$ cat config.mk
export PLATFORM = sky130hd
export DESIGN_NAME = vdcps_ctrl
export DESIGN_NICKNAME = d
export VERILOG_FILES = /design/src/vdcps_pkg.sv /design/src/vdcps_ctrl.sv
export SDC_FILE = /design/constraint.sdc
export NUM_CORES = 1
export LEC_CHECK = 0
export BUFFER_PORTS_ARGS = -buffer_cell sky130_fd_sc_hd__buf_2
export CORE_MARGIN = 4
export CORE_UTILIZATION = 50
export DETAILED_ROUTE_END_ITERATION = 6
export PLACE_DENSITY = 0.71
export SYNTH_ARGS = -nofsm -noshare
export SYNTH_HDL_FRONTEND = slang
export SYNTH_SLANG_ARGS = --single-unit
$ cat constraint.sdc
create_clock -name clk -period 2.1 [get_ports clk]
set_input_delay 0.105 -clock clk [delete_from_list [all_inputs] [get_ports clk]]
set_output_delay 0.105 -clock clk [all_outputs]
set_load 0.05 [all_outputs]
$ cat src/vdcps_pkg.sv
`timescale 1ns / 1ps
`default_nettype none
package vdcps_pkg;

  localparam logic [63:0] GOLDEN_C = 64'h9e3779b97f4a7c15;
  localparam logic [63:0] MIXER_A  = 64'hbf58476d1ce4e5b9;
  localparam logic [63:0] MIXER_B  = 64'h94d049bb133111eb;

  // gray = GRAY_BASE + floor(GRAY_BASE*r/255), with GRAY_BASE = 115*255 + 166
  localparam logic [16:0] GRAY_BASE = 17'd29491;
  localparam logic [16:0] GRAY_QUOT = 17'd115;
  localparam logic [16:0] GRAY_REM  = 17'd166;

  localparam int unsigned SLOT_W = 12;

  // last micro-op index of one hash round
  localparam logic [4:0] HASH_LAST = 5'd25;

  typedef logic [2:0] act_t;
  localparam act_t ACT_NONE    = 3'd0;
  localparam act_t ACT_DUP     = 3'd1;
  localparam act_t ACT_APPEND  = 3'd2;
  localparam act_t ACT_REPLACE = 3'd3;
  localparam act_t ACT_NOSEL   = 3'd4;
  localparam act_t ACT_NOSLOT  = 3'd5;

  typedef enum logic [3:0] {
    U_NOP, U_HINIT, U_KLOAD, U_HLOAD, U_HXOR, U_HSET,
    U_XS30, U_XS27, U_XS31, U_P0, U_P1, U_P2, U_P3
  } ucode_t;

  typedef enum logic [1:0] {C_GOLD, C_MIXA, C_MIXB} csel_t;

  typedef struct packed {
    ucode_t code;
    csel_t  csel;
  } uop_t;

  typedef struct packed {
    logic       load;
    logic       clear;
    logic       div_start;
    logic       div_mod;
    logic [1:0] axis;
    logic       key_take;
    logic       scan_rst;
    logic       scan_inc;
    logic       seen_inc;
    logic       append;
    logic       replace;
    logic       set_full;
    logic       emit;
    act_t       action;
    uop_t       uop;
  } cmd_t;

  typedef struct packed {
    logic div_done;
    logic match;
    logic scan_last;
    logic used_zero;
    logic cap_zero;
    logic has_free;
    logic sel;
    logic op;
    logic enable;
  } stat_t;

  // one splitmix scramble: xorshift, multiply by A, xorshift, multiply by B, xorshift
  function automatic uop_t scr_uop(logic [3:0] s);
    uop_t u;
    u.csel = (s < 4'd5) ? C_MIXA : C_MIXB;
    unique case (s) inside
      4'd0:        u.code = U_XS30;
      4'd1, 4'd6:  u.code = U_P0;
      4'd2, 4'd7:  u.code = U_P1;
      4'd3, 4'd8:  u.code = U_P2;
      4'd4, 4'd9:  u.code = U_P3;
      4'd5:        u.code = U_XS27;
      4'd10:       u.code = U_XS31;
      default:     u.code = U_NOP;
    endcase
    return u;
  endfunction

  // one round per key word: h ^= scr(k + c); h = scr(h)
  function automatic uop_t hash_uop(logic [4:0] step, logic [1:0] seg);
    uop_t u;
    u.code = U_NOP;
    u.csel = C_GOLD;
    if (step == 5'd0) begin
      u.code = U_KLOAD;
      u.csel = csel_t'(seg);
    end else if (step <= 5'd11) begin
      u = scr_uop(4'(step - 5'd1));
    end else if (step == 5'd12) begin
      u.code = U_HXOR;
    end else if (step == 5'd13) begin
      u.code = U_HLOAD;
    end else if (step <= 5'd24) begin
      u = scr_uop(4'(step - 5'd14));
    end else begin
      u.code = U_HSET;
    end
    return u;
  endfunction

endpackage
`default_nettype wire

$ cat src/vdcps_ctrl.sv
`timescale 1ns / 1ps
`default_nettype none
module vdcps_ctrl import vdcps_pkg::*; (
  input  wire logic  clk,
  input  wire logic  rst,
  input  wire logic  in_valid,
  output logic       in_ready,
  output logic       out_valid,
  input  wire logic  out_ready,
  input  wire stat_t st,
  output cmd_t       cmd
);

  typedef enum logic [3:0] {
    S_IDLE, S_DECIDE, S_DIV_GO, S_DIV_WAIT, S_SCAN_CHK, S_SCAN_RD, S_SCAN_CMP,
    S_NEW, S_HINIT, S_HASH, S_MOD_GO, S_MOD_WAIT, S_PLACE, S_EMIT
  } state_t;

  state_t     state;
  logic [1:0] axis;
  logic [4:0] step;
  logic [1:0] seg;
  act_t       act;
  logic       emit_ok;

  assign in_ready = (state == S_IDLE);
  assign emit_ok  = !out_valid || out_ready;

  always_comb begin
    cmd        = '0;
    cmd.axis   = axis;
    cmd.action = act;
    cmd.uop    = '{code: U_NOP, csel: C_GOLD};
    unique case (state)
      S_IDLE:     cmd.load = in_valid;
      S_DECIDE:   cmd.clear = st.op;
      S_DIV_GO:   cmd.div_start = 1'b1;
      S_DIV_WAIT: cmd.key_take = st.div_done;
      S_SCAN_CHK: cmd.scan_rst = 1'b1;
      S_SCAN_RD:  ;
      S_SCAN_CMP: cmd.scan_inc = !st.match && !st.scan_last;
      S_NEW: begin
        cmd.seen_inc = 1'b1;
        cmd.append   = !st.cap_zero && st.has_free;
        cmd.set_full = !st.cap_zero && !st.has_free;
      end
      S_HINIT:    cmd.uop.code = U_HINIT;
      S_HASH:     cmd.uop = hash_uop(step, seg);
      S_MOD_GO: begin
        cmd.div_start = 1'b1;
        cmd.div_mod   = 1'b1;
      end
      S_MOD_WAIT: cmd.div_mod = 1'b1;
      S_PLACE:    cmd.replace = st.sel;
      S_EMIT:     cmd.emit = emit_ok;
      default:    ;
    endcase
  end

  always_ff @(posedge clk) begin
    if (rst) begin
      state     <= S_IDLE;
      out_valid <= 1'b0;
      axis      <= '0;
      step      <= '0;
      seg       <= '0;
      act       <= ACT_NONE;
    end else begin
      if (out_valid && out_ready && state != S_EMIT) out_valid <= 1'b0;
      unique case (state)
        S_IDLE: if (in_valid) state <= S_DECIDE;
        S_DECIDE: begin
          act  <= ACT_NONE;
          axis <= '0;
          if (st.op || !st.enable) state <= S_EMIT;
          else state <= S_DIV_GO;
        end
        S_DIV_GO: state <= S_DIV_WAIT;
        S_DIV_WAIT: begin
          if (st.div_done) begin
            if (axis == 2'd2) state <= S_SCAN_CHK;
            else begin
              axis  <= axis + 2'd1;
              state <= S_DIV_GO;
            end
          end
        end
        S_SCAN_CHK: state <= st.used_zero ? S_NEW : S_SCAN_RD;
        S_SCAN_RD:  state <= S_SCAN_CMP;
        S_SCAN_CMP: begin
          if (st.match) begin
            act   <= ACT_DUP;
            state <= S_EMIT;
          end else if (st.scan_last) state <= S_NEW;
          else state <= S_SCAN_RD;
        end
        S_NEW: begin
          if (st.cap_zero) begin
            act   <= ACT_NOSLOT;
            state <= S_EMIT;
          end else if (st.has_free) begin
            act   <= ACT_APPEND;
            state <= S_EMIT;
          end else state <= S_HINIT;
        end
        S_HINIT: begin
          step  <= '0;
          seg   <= '0;
          state <= S_HASH;
        end
        S_HASH: begin
          if (step == HASH_LAST) begin
            step <= '0;
            if (seg == 2'd2) state <= S_MOD_GO;
            else seg <= seg + 2'd1;
          end else step <= step + 5'd1;
        end
        S_MOD_GO:   state <= S_MOD_WAIT;
        S_MOD_WAIT: if (st.div_done) state <= S_PLACE;
        S_PLACE: begin
          act   <= st.sel ? ACT_REPLACE : ACT_NOSEL;
          state <= S_EMIT;
        end
        S_EMIT: begin
          if (emit_ok) begin
            out_valid <= 1'b1;
            state     <= S_IDLE;
          end
        end
        default: state <= S_IDLE;
      endcase
    end
  end

  a_no_overwrite: assert property (@(posedge clk) disable iff (rst)
    (out_valid && !out_ready) |-> !cmd.emit)
    else $error("result overwritten before taken");

  a_append_room: assert property (@(posedge clk) disable iff (rst)
    cmd.append |-> (st.has_free && !st.cap_zero))
    else $error("append without a free slot");

  a_replace_full: assert property (@(posedge clk) disable iff (rst)
    cmd.replace |-> (st.sel && !st.has_free))
    else $error("replace while slots remain or not selected");

  a_accept_decide: assert property (@(posedge clk) disable iff (rst)
    (in_valid && in_ready) |=> (state == S_DECIDE))
    else $error("accepted transaction not decoded");

endmodule
`default_nettype wire

==> reports/metrics.yaml, run 1 <==
worstMarginPinSlew_ns: 0.4161
setup_viol: 5
hp-class: "in2reg"
drc_errors: 0
firstDrtPassIters: 5
drv_slew: 0
start_util_pct: 51.69
cp_slowest_stage_delay_ns: 0.56
cts_hold_buf: 0
cts_buffer_depth: 2
stdcell_count: 374
p_per_area_nw_per_um2: 730.1
worstSetupPathType: "reg2out"
cts_max_level: 1
clock_sinks: 17
placed_cells: 360
outcome: "finished, violations left"
final_nets: 353
synth_edf_count: 0
synth-main-ff-cell: "dfxtp_1"
p_comb_share_pct: 67.1
gp_congestion: 0.9334
fin_skew_ns: 0.006225
yosysMostFrequentCell: "nor2_1"
die_x_um: 69.29
ys_seq_elements: 17
wl_per_cell_um: 17.03
final-hold-violation-count: 0
cts_buffers: 3
worstPathRequired_ns: 2.00
dp_slack_ns: -0.06314
cts_tree: "done"
clk_latency_ns: 0.25
drt-initial-drc-count: 182
path_common_cell: "buf_6"
syn-cell-area_um2: 1878
drive_above_1_share_pct: 41.10
syn_avg_cell_area_um2: 7.251
async_flop_share_pct: 0
port_buffers: 37
crit_path_cell_trace: "buf_4 -> buf_6 -> ha_4 -> or4_4 -> a41oi_4 -> o31ai_4 -> buf_6"
routed_wl_um: 6370
areaGrowthSynthToFinish_pct: 47.97
dp.final_hpwl_um: 4076
period_share_pct: 107.3
pin_count: 38
intPower_mw: 1.022
rows: 22
grt_start_max_net_pins: 23
maxCapViolations: 0
cp_max_fo: 4
maxSlewHeadroom_pct: 72.22
grt-ovfl-total: 0
switching_share_pct: 49.62
die_y_um: 69.29
postRouteAntennaNets: 0
leakage_nw: 1.131
synthDistinctLibCells: 60
worst_slack_ns: -0.1529
endpoint_kind: "primary output"
die-area_um2: 4800
placed_area_um2: 2360
final_area_um2: 2779
syn_inst: 259
synth_common_cells: "nor2_1 (28), a21oi_1 (26), nand2_1 (20)"
cp.arrival_ns: 2.15
syn-num-nets: 285
yosysSeqAreaShare_pct: 18.12
p_sw_mw: 1.007
yosys-top-cells-area: "dfxtp_1 (18%), ha_1 (8.7%), a21oi_1 (6.9%), nor2_1 (5.6%), nand2_1 (4.0%)"
diodes: 0
r2r_slack_ns: 0.11
fmax_ghz: 0.4439
first_global_vias: 2038
cp_slowest_cell: "or4_4"
fin_crit_ns: 2.253
synth_top_area_share_pct: 18.12
clk_pin_slew_ns: 0.07
seqPwrFrac_pct: 20.7
rsz0062_at_grt: "true"
post_drt_via_cell_ratio: 6.045
fp.coreArea_um2: 3633
critPathLaunchType: "register"
yosysTopAreaCell: "dfxtp_1"
violations: "setup timing"
clkPwrFrac_pct: 12.1
grt_antenna_before_repair: 0
vdd_drop_max_mv: 0.5169
grtUsageTotal_pct: 23.69
cts-root-buf: "clkbuf_8"
yosys_warnings: 0
fin_hold_ws_ns: 0.1569
fill_cells: 271
grt_pass1_wl_um: 9597
vias: 2261
[worst max-delay path, delay by kind of cell, from the launching register on]
kind            cells  cell delay [ns]
buf+inv             3             0.45
compound gates      2             0.34
flops               1             0.38
simple gates        1             0.56
fa+ha+maj           1             0.16
[state kept, by name, indices dropped and copies added (netlist names)]
name / count
seg: 2
state: 4
axis: 2
out_valid: 1
act: 3
step: 5
[stage by stage]
stage / TNS (ns) / utilization (%) / total power, mW
4_1_cts: -0.1931 / 72.83 / 1.981
2_1_floorplan: -0.2144 / - / 1.343
6_report: -0.5242 / 76.48 / 2.029
3_3_place_gp: -0.05441 / 64.94 / 1.643
3_5_place_dp: -0.1898 / 64.94 / 1.651
5_1_grt: -1.000 / 76.48 / 2.155
[cell type report]
cell class / count / area, um^2 / area share, %
Sequential cell: 17 / 354.1 / 12.74
Multi-Input combinational cell: 211 / 1658 / 59.66
Inverter: 12 / 55.05 / 1.981
Timing Repair Buffer: 82 / 606.8 / 21.84
Tap cell: 48 / 60.06 / 2.161
Clock buffer: 4 / 45.04 / 1.621
[path summary, 6_finish.rpt]
path / startpoint / to / depth (start not counted)
hold reg to reg: axis[0] / axis[0] / 2
setup / recovery: step[1] / cmd[2] / 7
setup reg to reg: step[1] / step[2] / 10
hold / removal: out_ready / out_valid / 3
[routing by layer]
metal  track usage [%]  vias to the layer above  part of all wire (%)  routed length, um
met2             38.14                      115                    49               3107
met3             3.913                       14                   7.0                449
li1                  -                     1084                     -                  -
met5                 0                        -                     0                  0
met1             33.19                     1048                    42               2688
met4             4.772                        0                   1.9                124
[cells by family after synthesis]
family	after synthesis	share of synthesized area (%)
adder cells (fa/ha/maj)	13	8.661
multiplexers	4	2.199
AND/OR/NAND/NOR	105	30.85
flip-flops	17	18.12
XOR/XNOR	6	3.199
AO/OA/AOI/OAI	83	29.78
buffers and inverters	31	7.195
[power groups by stage]
stage / Combinational, mW / Sequential (mW) / Clock, mW
finish: 1.36 / 0.421 / 0.246
global route: 1.46 / 0.430 / 0.265
CTS: 1.31 / 0.420 / 0.249
floorplan: 0.898 / 0.445 / 0
global placement: 1.22 / 0.421 / 0
detailed placement: 1.23 / 0.422 / 0
[placed cells by master, fill, tap and decap left out, types with 3 or more instances in the layout]
cell      instances
buf_4            38
buf_2            31
nor2_1           27
a21oi_1          23
nand2_1          20
dfxtp_1          12
o21ai_0          10
inv_1             9
buf_6             9
nor3_1            8
ha_4              7
nand2b_1          6
o21ai_1           6
nor2b_1           6
a31oi_1           5
ha_1              4
nand4b_1          3
nor3b_1           3
nand3b_1          3
xnor2_2           3
nor3_2            3
o32ai_1           3
o211ai_1          3
a22oi_1           3
nor4_1            3
clkbuf_8          3
buf_8             3
dfxtp_4           3
[what timing repair did]
item / 4_1_cts / 5_1_grt
endpoints found under the setup margin: 6 / 7
buffers inserted: 4 / 6
resized for setup: 53 / 20
pin swaps: 12 / 4
Power figures use the tool's default switching activity.
==> run 2, diff against run 1 <==
Settings changed: CELL_PAD_IN_SITES_DETAIL_PLACEMENT from default to 2, CELL_PAD_IN_SITES_GLOBAL_PLACEMENT from default to 2, CORE_UTILIZATION 50 to 31, PLACE_DENSITY 0.71 to 0.78.
==> reports/metrics.yaml, run 2 (synthesis results as in run 1) <==
cts_tree: "done"
rsz0062_at_grt: "true"
dp_slack_ns: -0.2201  # -0.1570 ns
firstDrtPassIters: 4  # -1
die_y_um: 85.84  # +24%
stdcell_count: 408  # +9.1%
cts_buffers: 3  # unchanged
fin_crit_ns: 2.359  # +0.1065 ns
reg2reg_depth: 8  # -2
drc_errors: 0  # unchanged
final-hold-violation-count: 0  # unchanged
vdd_drop_max_mv: 0.3859  # -25%
drv_slew: 0  # unchanged
fp.coreArea_um2: 5886  # +62%
routed_wl_um: 12460  # +96%
cts_buffer_depth: 2  # unchanged
clk_pin_slew_ns: 0.08  # about the same
final_nets: 360  # +2.0%
first_global_vias: 2860  # +40%
fin_skew_ns: 0.009364  # +0.003139 ns
grt-ovfl-total: 0  # unchanged
cts_max_level: 1  # unchanged
worstMarginPinSlew_ns: 0.6237  # +0.2076 ns
critPathLaunchType: "register"
cp.arrival_ns: 2.25  # +0.10 ns
maxSlewHeadroom_pct: 58.36  # -14 points
drt-initial-drc-count: 151  # -17%
start_util_pct: 31.91  # -20 points
setup_viol: 6  # +1
p_per_area_nw_per_um2: 816.4  # +12%
grt_antenna_before_repair: 0  # unchanged
clock_sinks: 17  # unchanged
r2r_slack_ns: 0.02  # -0.09 ns
areaGrowthSynthToFinish_pct: 58.76
whs_path_depth: 3  # unchanged
drive_above_1_share_pct: 49.55  # +8.4 points
leakage_nw: 1.184  # +4.7%
fmax_ghz: 0.4238  # -4.5%
die-area_um2: 7368  # +53%
grtUsageTotal_pct: 31.78  # +8.1 points
post_drt_via_cell_ratio: 6.377  # +5.5%
vias: 2602  # +15%
mostFrequentLayoutCells: "buf_4 (48), buf_2 (30), nor2_1 (25)"
placed_cells: 390  # +8.3%
largest_register_ffs: 5  # unchanged
reg_top3: "step (5), state (4), act (3)"
cp_max_fo: 4  # unchanged
port_buffers: 37  # unchanged
pin_count: 38  # unchanged
final_common_cell: "buf_4"
outcome: "finished, violations left"
period_share_pct: 112.4  # +5.1 points
clk_latency_ns: 0.27  # +0.02 ns
rows: 28  # +27%
maxCapViolations: 0  # unchanged
worst_slack_ns: -0.2594  # -0.1065 ns
gp_congestion: 0.8923  # -4.4%
die_x_um: 85.84  # +24%
cts-root-buf: "clkbuf_8"
grt_pass1_wl_um: 17540  # +83%
endpoint_kind: "primary output"
dp.final_hpwl_um: 6431  # +58%
hp-class: "in2reg"
violations: "setup timing"
worstPathRequired_ns: 2.00  # about the same
grt_start_max_net_pins: 19  # -17%
worstSetupPathType: "reg2out"
regMostFlops: "step"
wl_per_cell_um: 30.53  # +79%
postRouteAntennaNets: 0  # unchanged
diodes: 0  # unchanged
-- run 2: critical path, stage by stage (launching register included) --
cell and delay, ns:
dfxtp_4 0.39, buf_8 0.15, ha_4 0.18, buf_6 0.13, nor4_2 0.45, a21oi_1 0.12
a21oi_1 0.29, o31ai_4 0.09, buf_6 0.17
-- run 2: repair_timing --
| action | CTS | global route |
|---|---|---|
| setup buffers | 11 | 4 |
| hold buffers | 0 | 0 |
| resized for setup | 66 | 39 |
| setup endpoints to repair | 12 | 14 |
| pin swaps | 16 | 12 |
-- run 2: layout make-up --
| type | count | area (um^2) |
|---|---|---|
| multi-input cells | 211 | 1782 |
| flip-flops and latches | 17 | 354.1 |
| fillers | 654 | 2904 |
| repair buffers | 89 | 645.6 |
| well taps | 75 | 93.84 |
| clock inverters | 1 | 5.005 |
| clock buffers | 3 | 41.29 |
| inverters | 12 | 60.06 |
-- run 2: power breakdown --
group / switching (mW) / internal (mW) / leakage (nW)
Clock: 0.140 / 0.133 / 0.0255
Sequential: 0.0779 / 0.364 / 0.141
Combinational: 1.13 / 0.592 / 1.02
-- run 2: path summary, 6_finish.rpt --
kind	start	endpoint
setup / recovery	step[1]	cmd[2]
hold / removal	out_ready	out_valid
hold reg to reg	axis[0]	axis[0]
setup reg to reg	step[0]	state[0]
-- run 2: routing by layer --
layer | track usage [%] | vias up | part of all wire [%]
li1 | - | 1099 | -
met1 | 36.91 | 1314 | 39
met4 | 14.39 | 0 | 5.6
met5 | 0 | - | 0
met2 | 56.85 | 129 | 50
met3 | 5.091 | 60 | 5.0
-- run 2: through the flow --
step	instance area (um^2)	util, %	TNS (ns)	total power [mW]	hold WS (ns)
final	2982	50.66	-1.227	2.434	0.1839
after global routing	2982	50.66	-1.655	2.527	0.2130
after CTS	2794	47.47	-0.3593	2.123	0.1488
after detailed placement	2416	41.05	-0.8848	1.764	0.4313
after global placement	2416	41.05	-0.01219	1.705	0.4228
after floorplan	1942	-	-0.2144	1.343	0.3146
